<file path="src/rtl/core/gcfp_pkg.sv">
`timescale 1ns / 1ps
package gcfp_pkg;

    localparam int unsigned LEVEL_W  = 3;
    localparam int unsigned PIXEL_W  = 8;
    localparam int unsigned OUT_W    = 6;
    localparam int unsigned K_W      = 5;
    localparam int unsigned RECIP_W  = 25;
    localparam int unsigned INV_W    = 17;

    localparam logic [31:0] ONE_FX     = 32'd65536;
    localparam logic [31:0] LN2_FX     = 32'd45426;
    localparam logic [K_W-1:0] SERIES_TERMS = 5'd20;
    localparam logic [PIXEL_W-1:0] PIXEL_MAX = 8'd255;
    localparam logic [OUT_W-1:0] OUT_MAX = 6'd63;

    typedef enum logic [3:0] {
        OP_NOP,
        OP_LOAD,
        OP_DOUBLE,
        OP_LN_INIT,
        OP_LN_DIV,
        OP_LN_ACC,
        OP_SCALE_Y,
        OP_EXP_INIT,
        OP_EXP_DIV,
        OP_EXP_MUL,
        OP_EXP_ACC,
        OP_LOAD_OUT
    } t_op;

    typedef struct packed {
        t_op            op;
        logic [K_W-1:0] k;
    } t_cmd;

    typedef struct packed {
        logic x_zero;
        logic x_ge_one;
        logic term_zero;
    } t_status;

    // ceil(2^24 / k): exact quotient for dividends below 2^19
    function automatic logic [RECIP_W-1:0] recip(input logic [K_W-1:0] k);
        logic [RECIP_W-1:0] m;
        unique case (k)
            5'd1:    m = 25'd16777216;
            5'd2:    m = 25'd8388608;
            5'd3:    m = 25'd5592406;
            5'd4:    m = 25'd4194304;
            5'd5:    m = 25'd3355444;
            5'd6:    m = 25'd2796203;
            5'd7:    m = 25'd2396746;
            5'd8:    m = 25'd2097152;
            5'd9:    m = 25'd1864136;
            5'd10:   m = 25'd1677722;
            5'd11:   m = 25'd1525202;
            5'd12:   m = 25'd1398102;
            5'd13:   m = 25'd1290556;
            5'd14:   m = 25'd1198373;
            5'd15:   m = 25'd1118482;
            5'd16:   m = 25'd1048576;
            5'd17:   m = 25'd986896;
            5'd18:   m = 25'd932068;
            5'd19:   m = 25'd883012;
            5'd20:   m = 25'd838861;
            default: m = 25'd0;
        endcase
        return m;
    endfunction

    // 1/gamma in 16.16; levels above 4 saturate
    function automatic logic [INV_W-1:0] gamma_recip(input logic [LEVEL_W-1:0] lvl);
        logic [INV_W-1:0] v;
        unique case (lvl)
            3'd0:    v = 17'd65536;
            3'd1:    v = 17'd56988;
            3'd2:    v = 17'd48544;
            3'd3:    v = 17'd40454;
            default: v = 17'd32768;
        endcase
        return v;
    endfunction

endpackage

</file>
<file path="src/rtl/core/gcfp_ctrl.sv">
`timescale 1ns / 1ps
module gcfp_ctrl (
    input  logic              i_clk,
    input  logic              i_rst_n,
    input  logic              i_in_valid,
    output logic              o_in_ready,
    output logic              o_out_valid,
    input  logic              i_out_ready,
    input  gcfp_pkg::t_status i_status,
    output gcfp_pkg::t_cmd    o_cmd
);
    import gcfp_pkg::*;

    typedef enum logic [3:0] {
        S_IDLE,
        S_NORM,
        S_LN_INIT,
        S_LN_DIV,
        S_LN_ACC,
        S_SCALE,
        S_EXP_INIT,
        S_EXP_DIV,
        S_EXP_MUL,
        S_EXP_ACC,
        S_FINAL
    } t_state;

    t_state         r_state, n_state;
    logic [K_W-1:0] r_k, n_k;
    logic           r_out_valid, n_out_valid;
    t_op            w_op;

    always_comb begin
        n_state     = r_state;
        n_k         = r_k;
        n_out_valid = r_out_valid && !i_out_ready;
        w_op        = OP_NOP;
        unique case (r_state)
            S_IDLE: begin
                if (i_in_valid) begin
                    w_op    = OP_LOAD;
                    n_state = S_NORM;
                end
            end
            S_NORM: begin
                priority if (i_status.x_zero) begin
                    n_state = S_FINAL;
                end else if (!i_status.x_ge_one) begin
                    w_op = OP_DOUBLE;
                end else begin
                    n_state = S_LN_INIT;
                end
            end
            S_LN_INIT: begin
                w_op    = OP_LN_INIT;
                n_k     = 5'd1;
                n_state = S_LN_DIV;
            end
            S_LN_DIV: begin
                w_op    = OP_LN_DIV;
                n_state = S_LN_ACC;
            end
            S_LN_ACC: begin
                w_op = OP_LN_ACC;
                if (r_k == SERIES_TERMS) begin
                    n_state = S_SCALE;
                end else begin
                    n_k     = r_k + 5'd1;
                    n_state = S_LN_DIV;
                end
            end
            S_SCALE: begin
                w_op    = OP_SCALE_Y;
                n_state = S_EXP_INIT;
            end
            S_EXP_INIT: begin
                w_op    = OP_EXP_INIT;
                n_k     = 5'd1;
                n_state = S_EXP_DIV;
            end
            S_EXP_DIV: begin
                w_op    = OP_EXP_DIV;
                n_state = S_EXP_MUL;
            end
            S_EXP_MUL: begin
                w_op    = OP_EXP_MUL;
                n_state = S_EXP_ACC;
            end
            S_EXP_ACC: begin
                w_op = OP_EXP_ACC;
                // series stops once a term underflows to zero or k reaches SERIES_TERMS
                if (i_status.term_zero || r_k == SERIES_TERMS) begin
                    n_state = S_FINAL;
                end else begin
                    n_k     = r_k + 5'd1;
                    n_state = S_EXP_DIV;
                end
            end
            S_FINAL: begin
                if (!r_out_valid || i_out_ready) begin
                    w_op        = OP_LOAD_OUT;
                    n_out_valid = 1'b1;
                    n_state     = S_IDLE;
                end
            end
            default: begin
                n_state = S_IDLE;
            end
        endcase
    end

    always_ff @(posedge i_clk) begin
        if (!i_rst_n) begin
            r_state     <= S_IDLE;
            r_k         <= '0;
            r_out_valid <= 1'b0;
        end else begin
            r_state     <= n_state;
            r_k         <= n_k;
            r_out_valid <= n_out_valid;
        end
    end

    assign o_in_ready  = (r_state == S_IDLE);
    assign o_out_valid = r_out_valid;
    assign o_cmd.op    = w_op;
    assign o_cmd.k     = r_k;

endmodule

</file>
<file path="config.mk">
export PLATFORM = sky130hd
export DESIGN_NAME = gcfp_ctrl
export DESIGN_NICKNAME = d
export VERILOG_FILES = /design/src/rtl/core/gcfp_pkg.sv /design/src/rtl/core/gcfp_ctrl.sv
export SDC_FILE = /design/constraint.sdc
export NUM_CORES = 1
export LEC_CHECK = 0
export ABC_AREA = 1
export BUFFER_PORTS_ARGS = -buffer_cell sky130_fd_sc_hd__buf_2
export CAP_MARGIN = 15
export CORE_MARGIN = 2
export CORE_UTILIZATION = 35
export CTS_BUF_LIST = sky130_fd_sc_hd__clkbuf_8 sky130_fd_sc_hd__clkbuf_16
export CTS_CLUSTER_SIZE = 16
export DETAILED_ROUTE_END_ITERATION = 12
export PLACE_DENSITY_LB_ADDON = 0.08
export SYNTH_ARGS = -nofsm -noshare
export SYNTH_HDL_FRONTEND = slang
export SYNTH_SLANG_ARGS = --single-unit
export TNS_END_PERCENT = 1
</file>
<file path="constraint.sdc">
create_clock -name i_clk -period 1.3 [get_ports i_clk]
set_input_delay 0.195 -clock i_clk [delete_from_list [all_inputs] [get_ports i_clk]]
set_output_delay 0.195 -clock i_clk [all_outputs]
set_load 0.005 [all_outputs]
</file>
Word level (Yosys, flattened, before mapping)
Index checks and enable logic that the tools add are counted.
- add/subtract/negate cells: 1
- multipliers: 0
- divide/modulo/power cells: 0
- magnitude comparators: 0
- eq/ne operators: 16
- shift operators: 0
- muxes and demuxes: 17
- bitwise gates (word level): 0
- reductions and logical operators: 10
- operators by type and width (cell ; count):
    $pmux W4 S11 ; 2
    $mux W4 ; 6
    $eq A4 B3 Y1 const B ; 4
    $pmux W5 S3 ; 1
    $eq A4 B4 Y1 const B ; 3
    $mux W5 ; 2
    $eq A4 B2 Y1 const B ; 2
    $ne A2 B2 Y1 const B ; 4
    $reduce_and A3 Y1 ; 2
    $add A5 B1 Y5 const B ; 1
    $eq A5 B5 Y1 const B ; 1
    $eq A4 B1 Y1 const B ; 1
    $logic_not A4 Y1 ; 1
    $mux W2 ; 2
    $mux W1 ; 3
    $mux W3 ; 1
    $ne A3 B3 Y1 const B ; 1
    $reduce_bool A3 Y1 ; 1
    $logic_not A1 Y1 ; 2
    $logic_or A1 B1 Y1 ; 2
    $reduce_or A2 Y1 ; 1
    $logic_and A1 B1 Y1 ; 1
- bits in registers: 10
- bits in latches: 0
- memory bits (writable): 0
- ROM bits: 0
- input bits: 7
- memories kept: 0

Longest topological paths before layout
Gate-level depths: netlist (run 1).
- word-level depth: 4
- gate-level depth with buffers: 9
- gate-level depth less buffers: 9

Worst setup path before layout (run 1)
OpenSTA, ideal clock, no wires.
- path kind: register to register
- start: register r_k[0]
- end: register r_k[4]
- setup time: 120 ps
- arrival time: 1179 ps
- path slack: 1 ps
- cell stages (with the launch flop): 9
- buffers on the path: 0
- period minus slack after synthesis: 1299 ps
- cell sequence: dfxtp_1 > inv_1 > ha_1 > nand4_2 > nand2_1 > nand2_2 > nand2_4 > o21ai_1 > nor2_1
- longest elaborated chain between the ends: 4
- elaborated cells between the ends (all ways): 9
- those cells by class: 1 x add/sub; 3 x eq/ne; 3 x mux; 2 x reduce/logical
- ends and longest elaborated chain (element ; line ; text):
    from (decl) ; gcfp_ctrl.sv:29 ; logic [K_W-1:0] r_k, n_k;
    from (signal assigned) ; gcfp_ctrl.sv:119 ; r_k <= n_k;
    branches (longest 4 deep; another with $add A5 B1 Y5) ; -- ;
Several ways; the timed one is not identified. The select of a mux whose other input is x is not followed.
A chain may end at the register's enable or synchronous reset.

==> results of run 1 <==
==> timing repair <==
item | 4_1_cts | 5_1_grt
gates resized for setup | 33 | 7
pin swaps | 9 | 1
setup endpoints to repair | 6 | 13
setup buffers | 5 | 1
==> logic make-up (layout without fill, tap and decap cells) <==
group / after synthesis / count (layout) / share of synthesized area
flops: 10 / 10 / 0.267
simple gates: 73 / 73 / 0.474
fa+ha+maj: 2 / 2 / 0.0334
compound gates: 16 / 16 / 0.112
xor+xnor: 1 / 1 / 0.0117
buf+inv: 20 / 56 / 0.102
==> worst max-delay path: stages, from the launching register on <==
cell     delay, ns
dfxtp_4       0.39
inv_2         0.05
nand2_2       0.10
inv_1         0.09
a21oi_2       0.16
nand2_1       0.08
buf_2         0.13
==> per-layer routing <==
layer | vias up | part of all wire | track usage
met1 | 391 | 0.50 | 0.245
li1 | 469 | - | -
met3 | 2 | 0.048 | 0.0446
met5 | - | 0 | 0
met4 | 0 | 0.0073 | 0.0556
met2 | 22 | 0.45 | 0.272
==> cell usage in the layout, fill, tap and decap left out, drive strengths merged <==
cell and count:
inv 19, o21ai 8, xor2 1, a21oi 8
clkbuf 4, nand3 12, nand3b 2, ha 2
dfxtp 10, nor2 21, nand4 4, buf 33
nor3 4, nand2 30
==> worst min-delay path by stage <==
stage | end | slack (ns)
floorplan | r_state[3] | 0.30
finish | r_state[3] | 0.17
global route | r_state[3] | 0.19
global placement | r_state[3] | 0.42
CTS | r_state[3] | 0.17
detailed placement | r_state[3] | 0.42
==> layout make-up <==
class                   count  area [µm²]
inverters                  19        81.3
well taps                  27        33.8
repair buffers             33         209
clock buffers               4        55.1
multi-input cells          92         571
fillers                   179         817
flip-flops and latches     10         215
==> state kept, by name, indices dropped and copies added, names as in the netlist <==
signal / count
o_out_valid: 1
r_k: 5
r_state: 4
==> where the power goes <==
part	internal, W	switching, W
sequential	0.000357	0.0000604
clock	0.000267	0.000137
combinational	0.000308	0.000384
total	0.000933	0.000581
==> per-stage QoR <==
stage          power [W]  setup WS [ns]
3_3_place_gp    0.000928        -0.0567
4_1_cts          0.00144         -0.107
5_1_grt          0.00162         -0.206
6_report         0.00151         -0.147
3_5_place_dp    0.000930        -0.0224
2_1_floorplan   0.000735       0.000740
==> impl_metrics.ini, run 1 <==
[timing]
finalHoldViolations = 0
fmax_mhz = 691
finalSetupTns_ns = -0.409
setup_ws_ns = -0.147
rsz0062_at_grt = yes
hold_ws_ns = 0.174
min_period_over_period = 1.11
slew_headroom = 0.788
clock_skew_ns = 0.00487
setup_viol = 4
slew_viol_final = 0
period_needed_ns = 1.45
tightest_slew_ns = 0.317

[place]
io_buffers = 17
dp_cells = 175
gp_congestion = 0.857
placed_area_um2 = 938
hpwl_um = 1590

[drt]
routed_via_density = 4.78
postRouteAntennaNets = 0
first_pass_iters = 4
drt_wl_total_um = 2190
drc = 0
num_vias = 884
avgRoutedWirePerCell_um = 11.8
drtIter0Drc = 14

[setup_path]
reg2reg_slack_ns = 0.03
worst_ep_arrival_time_ns = 1.25
worstSetupStartpoint = r_state[3]
reg2reg_from = r_state[1]
rr_worst_depth = 8
critPathCapture = o_cmd[8]
rr_endpoint = r_k[4]
cp_max_fo = 6
crit_type = flip-flop to output pin
start_kind = flip-flop
crit_required_ns = 1.11
endpoint_kind = output pin

[global_routing]
grt_antenna_before_repair = 0
grt_max_degree = 9
grt_pass1_vias = 799
gr-usage-all-layers = 0.178
grt_pass1_wl_um = 3480
overflow = 0

[synth]
synth_edf_count = 0
yosys.area.top_type = dfxtp_1
synth_area_per_cell_um2 = 6.14
ys_ff_latch = 10
synthCells = 122
yosysWarnings = 0
yosys.cell_count.top_type = nand2_1
yosys_most_used_dff = dfxtp_1
synthTopCellsByArea = dfxtp_1, nand2_1, inv_1
synthArstFlopShare = 0
ys_seq_area_frac = 0.267
syn_nets = 131
syn_area_um2 = 749
ys_types = 20
yosys-top-cells-count = nand2_1, inv_1, nor2_1, nand3_1, dfxtp_1
yosysTopAreaCellShare = 0.267

[status]
violations = negative setup slack
outcome = complete, but fails checks

[clock_network]
cts.sinks = 10
cts_tree = built
htree_levels = 1
hold_buffers = 0
cts_buffer_depth = 2
cts.reportedPaths.clkPinSlew_ns = 0.05
numCtsBuffers = 3
clk_latency_ns = 0.24
clockRootBuffer = clkbuf_8

[min_path]
worstHoldStart = i_rst_n
hold_depth = 3
worstHoldPathType = input pin to flip-flop

[floorplan]
fp.dieW_um = 50.3
die_h_um = 50.3
fp-row-count = 16
core_um2 = 1980
dieArea_um2 = 2530
initial_core_util = 0.378
io_pins = 18

[layout]
drive_above_1_share = 0.456
syn2layout_area_growth_pct = 55.4
layout.cells.non_filler = 185
utilization = 0.588
nets = 168
post-route-cell-area_um2 = 1160
diodes = 0

[power_and_ir_drop]
ir_worst_vdd_mv = 0.699
leakage_nw = 0.564
power_density_nw_per_um2 = 1300

[flow_run]
cap_viol_max_count = 0
(Power assumes the default switching activity.)
==> inputs of run 2 (changes only) <==
--- a/config.mk
+++ b/config.mk
@@ -14,6 +14,7 @@
 export CTS_CLUSTER_SIZE = 16
 export DETAILED_ROUTE_END_ITERATION = 12
 export PLACE_DENSITY_LB_ADDON = 0.08
+export SETUP_SLACK_MARGIN = 0.02
 export SYNTH_ARGS = -nofsm -noshare
 export SYNTH_HDL_FRONTEND = slang
 export SYNTH_SLANG_ARGS = --single-unit
==> run 2 against run 1 <==
  * The flow still finishes with violations (negative setup slack)
  * Clock power up 4%
  * Cell area down 2.1%
  * Count of clock-buffer cells in the layout unchanged
  * Register-to-register slack worse by 0.04 ns
  * Clock skew down 0.0017 ns
  * Maximum frequency down 0.79%
==> impl_metrics.ini, run 2 (synthesized netlist as in run 1, its figures left out) <==
[status]
outcome = complete, but fails checks
violations = negative setup slack

[layout]
utilization = 0.575
largest_reg_flops = 5
final_cell_mix = nand2_1, buf_2, buf_4, inv_1, nor2_1
largest_register = r_k
layout_commonest_cell = nand2_1
diodes = 0
fill_cells = 183
post-route-cell-area_um2 = 1140
nets = 167
drive_above_1_share = 0.452
syn2layout_area_growth_pct = 52.1
layout.cells.non_filler = 184

[timing]
rsz0062_at_grt = yes
setup_viol = 6
min_period_over_period = 1.12
finalHoldViolations = 0
setup_ws_ns = -0.159
slew_viol_final = 0
slew_headroom = 0.832
fmax_mhz = 686
clock_skew_ns = 0.00314
period_needed_ns = 1.46
tightest_slew_ns = 0.252

[setup_path]
reg2reg_from = r_state[1]
slowest_stage = dfxtp_4
worst-path-buf-inv = 3
slowest_delay_ns = 0.37
crit_type = flip-flop to output pin
cp_max_fo = 5
worst_ep_arrival_time_ns = 1.26
worstSetupStartpoint = r_state[0]
endpoint_kind = output pin
path_delay_family = flip-flops
crit_required_ns = 1.11
start_kind = flip-flop
crit_chain = inv_6 -> nand2_4 -> nor2_4 -> nand2_2 -> o21ai_2 -> inv_1 -> nand4_1 -> buf_2

[floorplan]
dieArea_um2 = 2530
fp-row-count = 16
core_um2 = 1980
io_pins = 18
die_h_um = 50.3
initial_core_util = 0.378
fp.dieW_um = 50.3

[power_and_ir_drop]
power_w = 0.00150
leakage_nw = 0.557
ir_worst_vdd_mv = 0.766
power_density_nw_per_um2 = 1320

[flow_run]
cap_viol_max_count = 0

[clock_network]
clk_latency_ns = 0.25
cts_tree = built
clockRootBuffer = clkbuf_8
hold_buffers = 0
htree_levels = 1
cts.reportedPaths.clkPinSlew_ns = 0.06
cts_buffer_depth = 2
numCtsBuffers = 3
cts.sinks = 10

[place]
io_buffers = 17
place_ws_ns = -0.0295
hpwl_um = 1580
gp_congestion = 0.847
dp_cells = 176
placed_area_um2 = 947

[global_routing]
grt_pass1_wl_um = 3620
gr-usage-all-layers = 0.188
grt_antenna_before_repair = 0
overflow = 0
grt_max_degree = 9
grt_pass1_vias = 824

[drt]
routed_via_density = 4.92
postRouteAntennaNets = 0
avgRoutedWirePerCell_um = 12.3
drt_wl_total_um = 2250
drtIter0Drc = 30
first_pass_iters = 4
drc = 0
num_vias = 906

[min_path]
worstHoldStart = i_rst_n
worstHoldPathType = input pin to flip-flop
run 2: final timing paths:
path	depth (start not counted)	to	slack [ns]
worst max-delay path	8	o_cmd[6]	-0.16
worst min-delay path	3	r_state[3]	0.17
worst max register to register	8	r_k[4]	-0.01
worst min register to register	3	r_k[3]	0.62
run 2: area by class of cell:
cell class | instances | area [µm²] | share of cell area
Multi-Input combinational cell | 92 | 561 | 0.492
Clock buffer | 4 | 55.1 | 0.0483
Sequential cell | 10 | 216 | 0.190
Tap cell | 27 | 33.8 | 0.0296
Inverter | 19 | 76.3 | 0.0670
Timing Repair Buffer | 32 | 198 | 0.173
run 2: where the power goes:
part / leakage, nW / internal, W / switching, W / total, W
logic: 0.444 / 0.000288 / 0.000369 / 0.000657
clock network: 0.0288 / 0.000268 / 0.000151 / 0.000419
registers: 0.0846 / 0.000359 / 0.0000651 / 0.000424
total: 0.557 / 0.000915 / 0.000584 / 0.00150
run 2: through the flow:
stage / TNS, ns / hold slack (ns)
floorplan: 0 / 0.299
finish: -0.437 / 0.166
detailed placement: -0.0381 / 0.425
global route: -1.15 / 0.189
CTS: -0.387 / 0.175
global placement: -0.0878 / 0.419
run 2: per-layer routing:
metal,GRT usage,share of wire,routed length [µm],vias to the layer above
met5,0,0,0,-
met4,0.0556,0.013,29,0
met3,0.0357,0.044,99,3
met2,0.311,0.48,1070,28
met1,0.245,0.47,1050,412
li1,-,-,-,463
run 2: worst register-to-register path, stage by stage (launching register included):
cell     delay [ns]
dfxtp_4        0.37
inv_2          0.09
nand2_1        0.10
nor2_2         0.20
nand2_2        0.14
nand2_4        0.12
nand2_1        0.05
o21ai_1        0.07
nor2_1         0.05
run 2: what timing repair did:
action	in CTS	in global routing
resized for setup	21	12
pin swaps	5	3
buffers inserted	3	1
endpoints found under the setup margin	9	14
==> inputs of run 3 (changes only) <==
--- a/config.mk
+++ b/config.mk
@@ -9,7 +9,7 @@
 export BUFFER_PORTS_ARGS = -buffer_cell sky130_fd_sc_hd__buf_2
 export CAP_MARGIN = 15
 export CORE_MARGIN = 2
-export CORE_UTILIZATION = 35
+export CORE_UTILIZATION = 45
 export CTS_BUF_LIST = sky130_fd_sc_hd__clkbuf_8 sky130_fd_sc_hd__clkbuf_16
 export CTS_CLUSTER_SIZE = 16
 export DETAILED_ROUTE_END_ITERATION = 12
==> run 3 against run 2 <==
  * Register-to-register slack got worse by 0.04 ns
  * Cell area decreased by 2.0%
  * Cell count decreased by 6.0%
  * The flow still finishes with violations (negative setup slack)
  * Largest cell class unchanged
  * Hold slack improved by 0.032 ns
  * Clock power decreased by 24%
  * Clock skew decreased by 0.0010 ns
  * Die area decreased by 21%
  * Sequential cell count unchanged
  * Maximum frequency increased by 3.5%
  * Critical path type unchanged
  * Non-clock buffer count increased by 1
  * Critical path depth unchanged
  * Largest power group unchanged
==> impl_metrics.ini, run 3 (synthesized netlist as in run 1, its figures left out) <==
[place]
hpwl_um = 1580
gp_congestion = 0.911
io_buffers = 17

[setup_path]
worst_ep_arrival_time_ns = 1.21
start_kind = flip-flop
crit_type = flip-flop to output pin
slowest_stage = dfxtp_4
endpoint_kind = output pin
crit_required_ns = 1.11
slowest_delay_ns = 0.40
cp_max_fo = 5
crit_chain = inv_4 -> nand2_4 -> nor2_4 -> nand2_2 -> o21ai_2 -> inv_1 -> nand4_1 -> buf_2

[floorplan]
io_pins = 18
fp.dieW_um = 44.8
die_h_um = 44.8
fp-row-count = 14
dieArea_um2 = 2010
core_um2 = 1540
initial_core_util = 0.486

[global_routing]
gr-usage-all-layers = 0.253
grt_antenna_before_repair = 0
overflow = 0
grt_max_degree = 9
grt_pass1_vias = 840
grt_pass1_wl_um = 3660

[clock_network]
cts_buffer_depth = 2
cts_tree = built
cts.reportedPaths.clkPinSlew_ns = 0.05
cts.sinks = 10
clk_latency_ns = 0.23
htree_levels = 1
clockRootBuffer = clkbuf_8
numCtsBuffers = 3
hold_buffers = 0

[power_and_ir_drop]
ir_worst_vdd_mv = 0.827
power.net_switching_w = 0.000556
p_comb_frac = 0.480
leakage_nw = 0.565
switching_share = 0.392
seq_power_share = 0.297
power_density_nw_per_um2 = 1270
p_clk_frac = 0.224
p_int_w = 0.000864

[layout]
largest_reg_flops = 5
final_cell_mix = nand2_1, buf_2, buf_4, inv_1, nor2_1
syn2layout_area_growth_pct = 49.1
drive_above_1_share = 0.459
layout_commonest_cell = nand2_1
largest_register = r_k
diodes = 0
nets = 168
fill_cells = 133

[min_path]
worstHoldPathType = input pin to flip-flop

[timing]
slew_viol_final = 0
rsz0062_at_grt = yes
finalHoldViolations = 0
finalSetupTns_ns = -0.509
min_period_over_period = 1.08
clock_skew_ns = 0.00214
setup_viol = 9
tightest_slew_ns = 0.281
fmax_mhz = 709
hold_ws_ns = 0.198
slew_headroom = 0.813
period_needed_ns = 1.41
setup_ws_ns = -0.110

[drt]
first_pass_iters = 5
drc = 0
drt_wl_total_um = 2260
postRouteAntennaNets = 0
routed_via_density = 5.34
num_vias = 923
drtIter0Drc = 55
avgRoutedWirePerCell_um = 13.1

[status]
violations = negative setup slack
outcome = complete, but fails checks

[flow_run]
cap_viol_max_count = 0
run 3: routing by layer:
metal / share of wire / global-route usage
met5: 0 / 0
met2: 0.47 / 0.374
met1: 0.44 / 0.357
met3: 0.073 / 0.0520
met4: 0.014 / 0.106
run 3: power by group through the flow:
stage,Sequential [W],Combinational [W],Clock [W]
after floorplan,0.000410,0.000326,0
after global placement,0.000402,0.000519,0
after detailed placement,0.000404,0.000524,0
after CTS,0.000417,0.000613,0.000325
after global routing,0.000429,0.000761,0.000346
final,0.000421,0.000681,0.000317
run 3: timing repair:
| item | CTS | global route |
|---|---|---|
| setup buffers | 5 | 2 |
| gates resized for setup | 26 | 11 |
| setup endpoints to repair | 13 | 14 |
| pin swaps | 9 | 2 |
run 3: layout make-up:
type,count,area [µm²],share of cell area
inverter,19,78.8,0.0705
tap,16,20.0,0.0179
sequential,10,216,0.194
clock buffer,3,41.3,0.0370
timing repair buffer,33,205,0.184
multi-input combinational,92,556,0.497
run 3: critical path, delay by kind of cell, from the launching register on:
family          cells  cell delay, ns
compound gates      1            0.05
simple gates        4            0.27
buf+inv             3            0.26
flops               1            0.40
run 3: metrics by stage:
step / utilization / instance area [µm²] / setup WS (ns) / cells / power [W]
5_1_grt: 0.725 / 1120 / -0.193 / 173 / 0.00154
4_1_cts: 0.691 / 1060 / -0.110 / 171 / 0.00135
6_report: 0.725 / 1120 / -0.110 / 173 / 0.00142
3_3_place_gp: 0.596 / 918 / -0.0154 / 163 / 0.000921
3_5_place_dp: 0.596 / 918 / -0.0348 / 163 / 0.000928
2_1_floorplan: - / 751 / 0.0425 / 122 / 0.000737
run 3: worst paths after layout:
check             start          to  slack [ns]  cells past startpoint
min             i_rst_n  r_state[3]        0.20                      3
max          r_state[2]    o_cmd[6]       -0.11                      8
min reg2reg      r_k[1]      r_k[1]        0.57                      4
max reg2reg  r_state[3]      r_k[4]       -0.05                      9
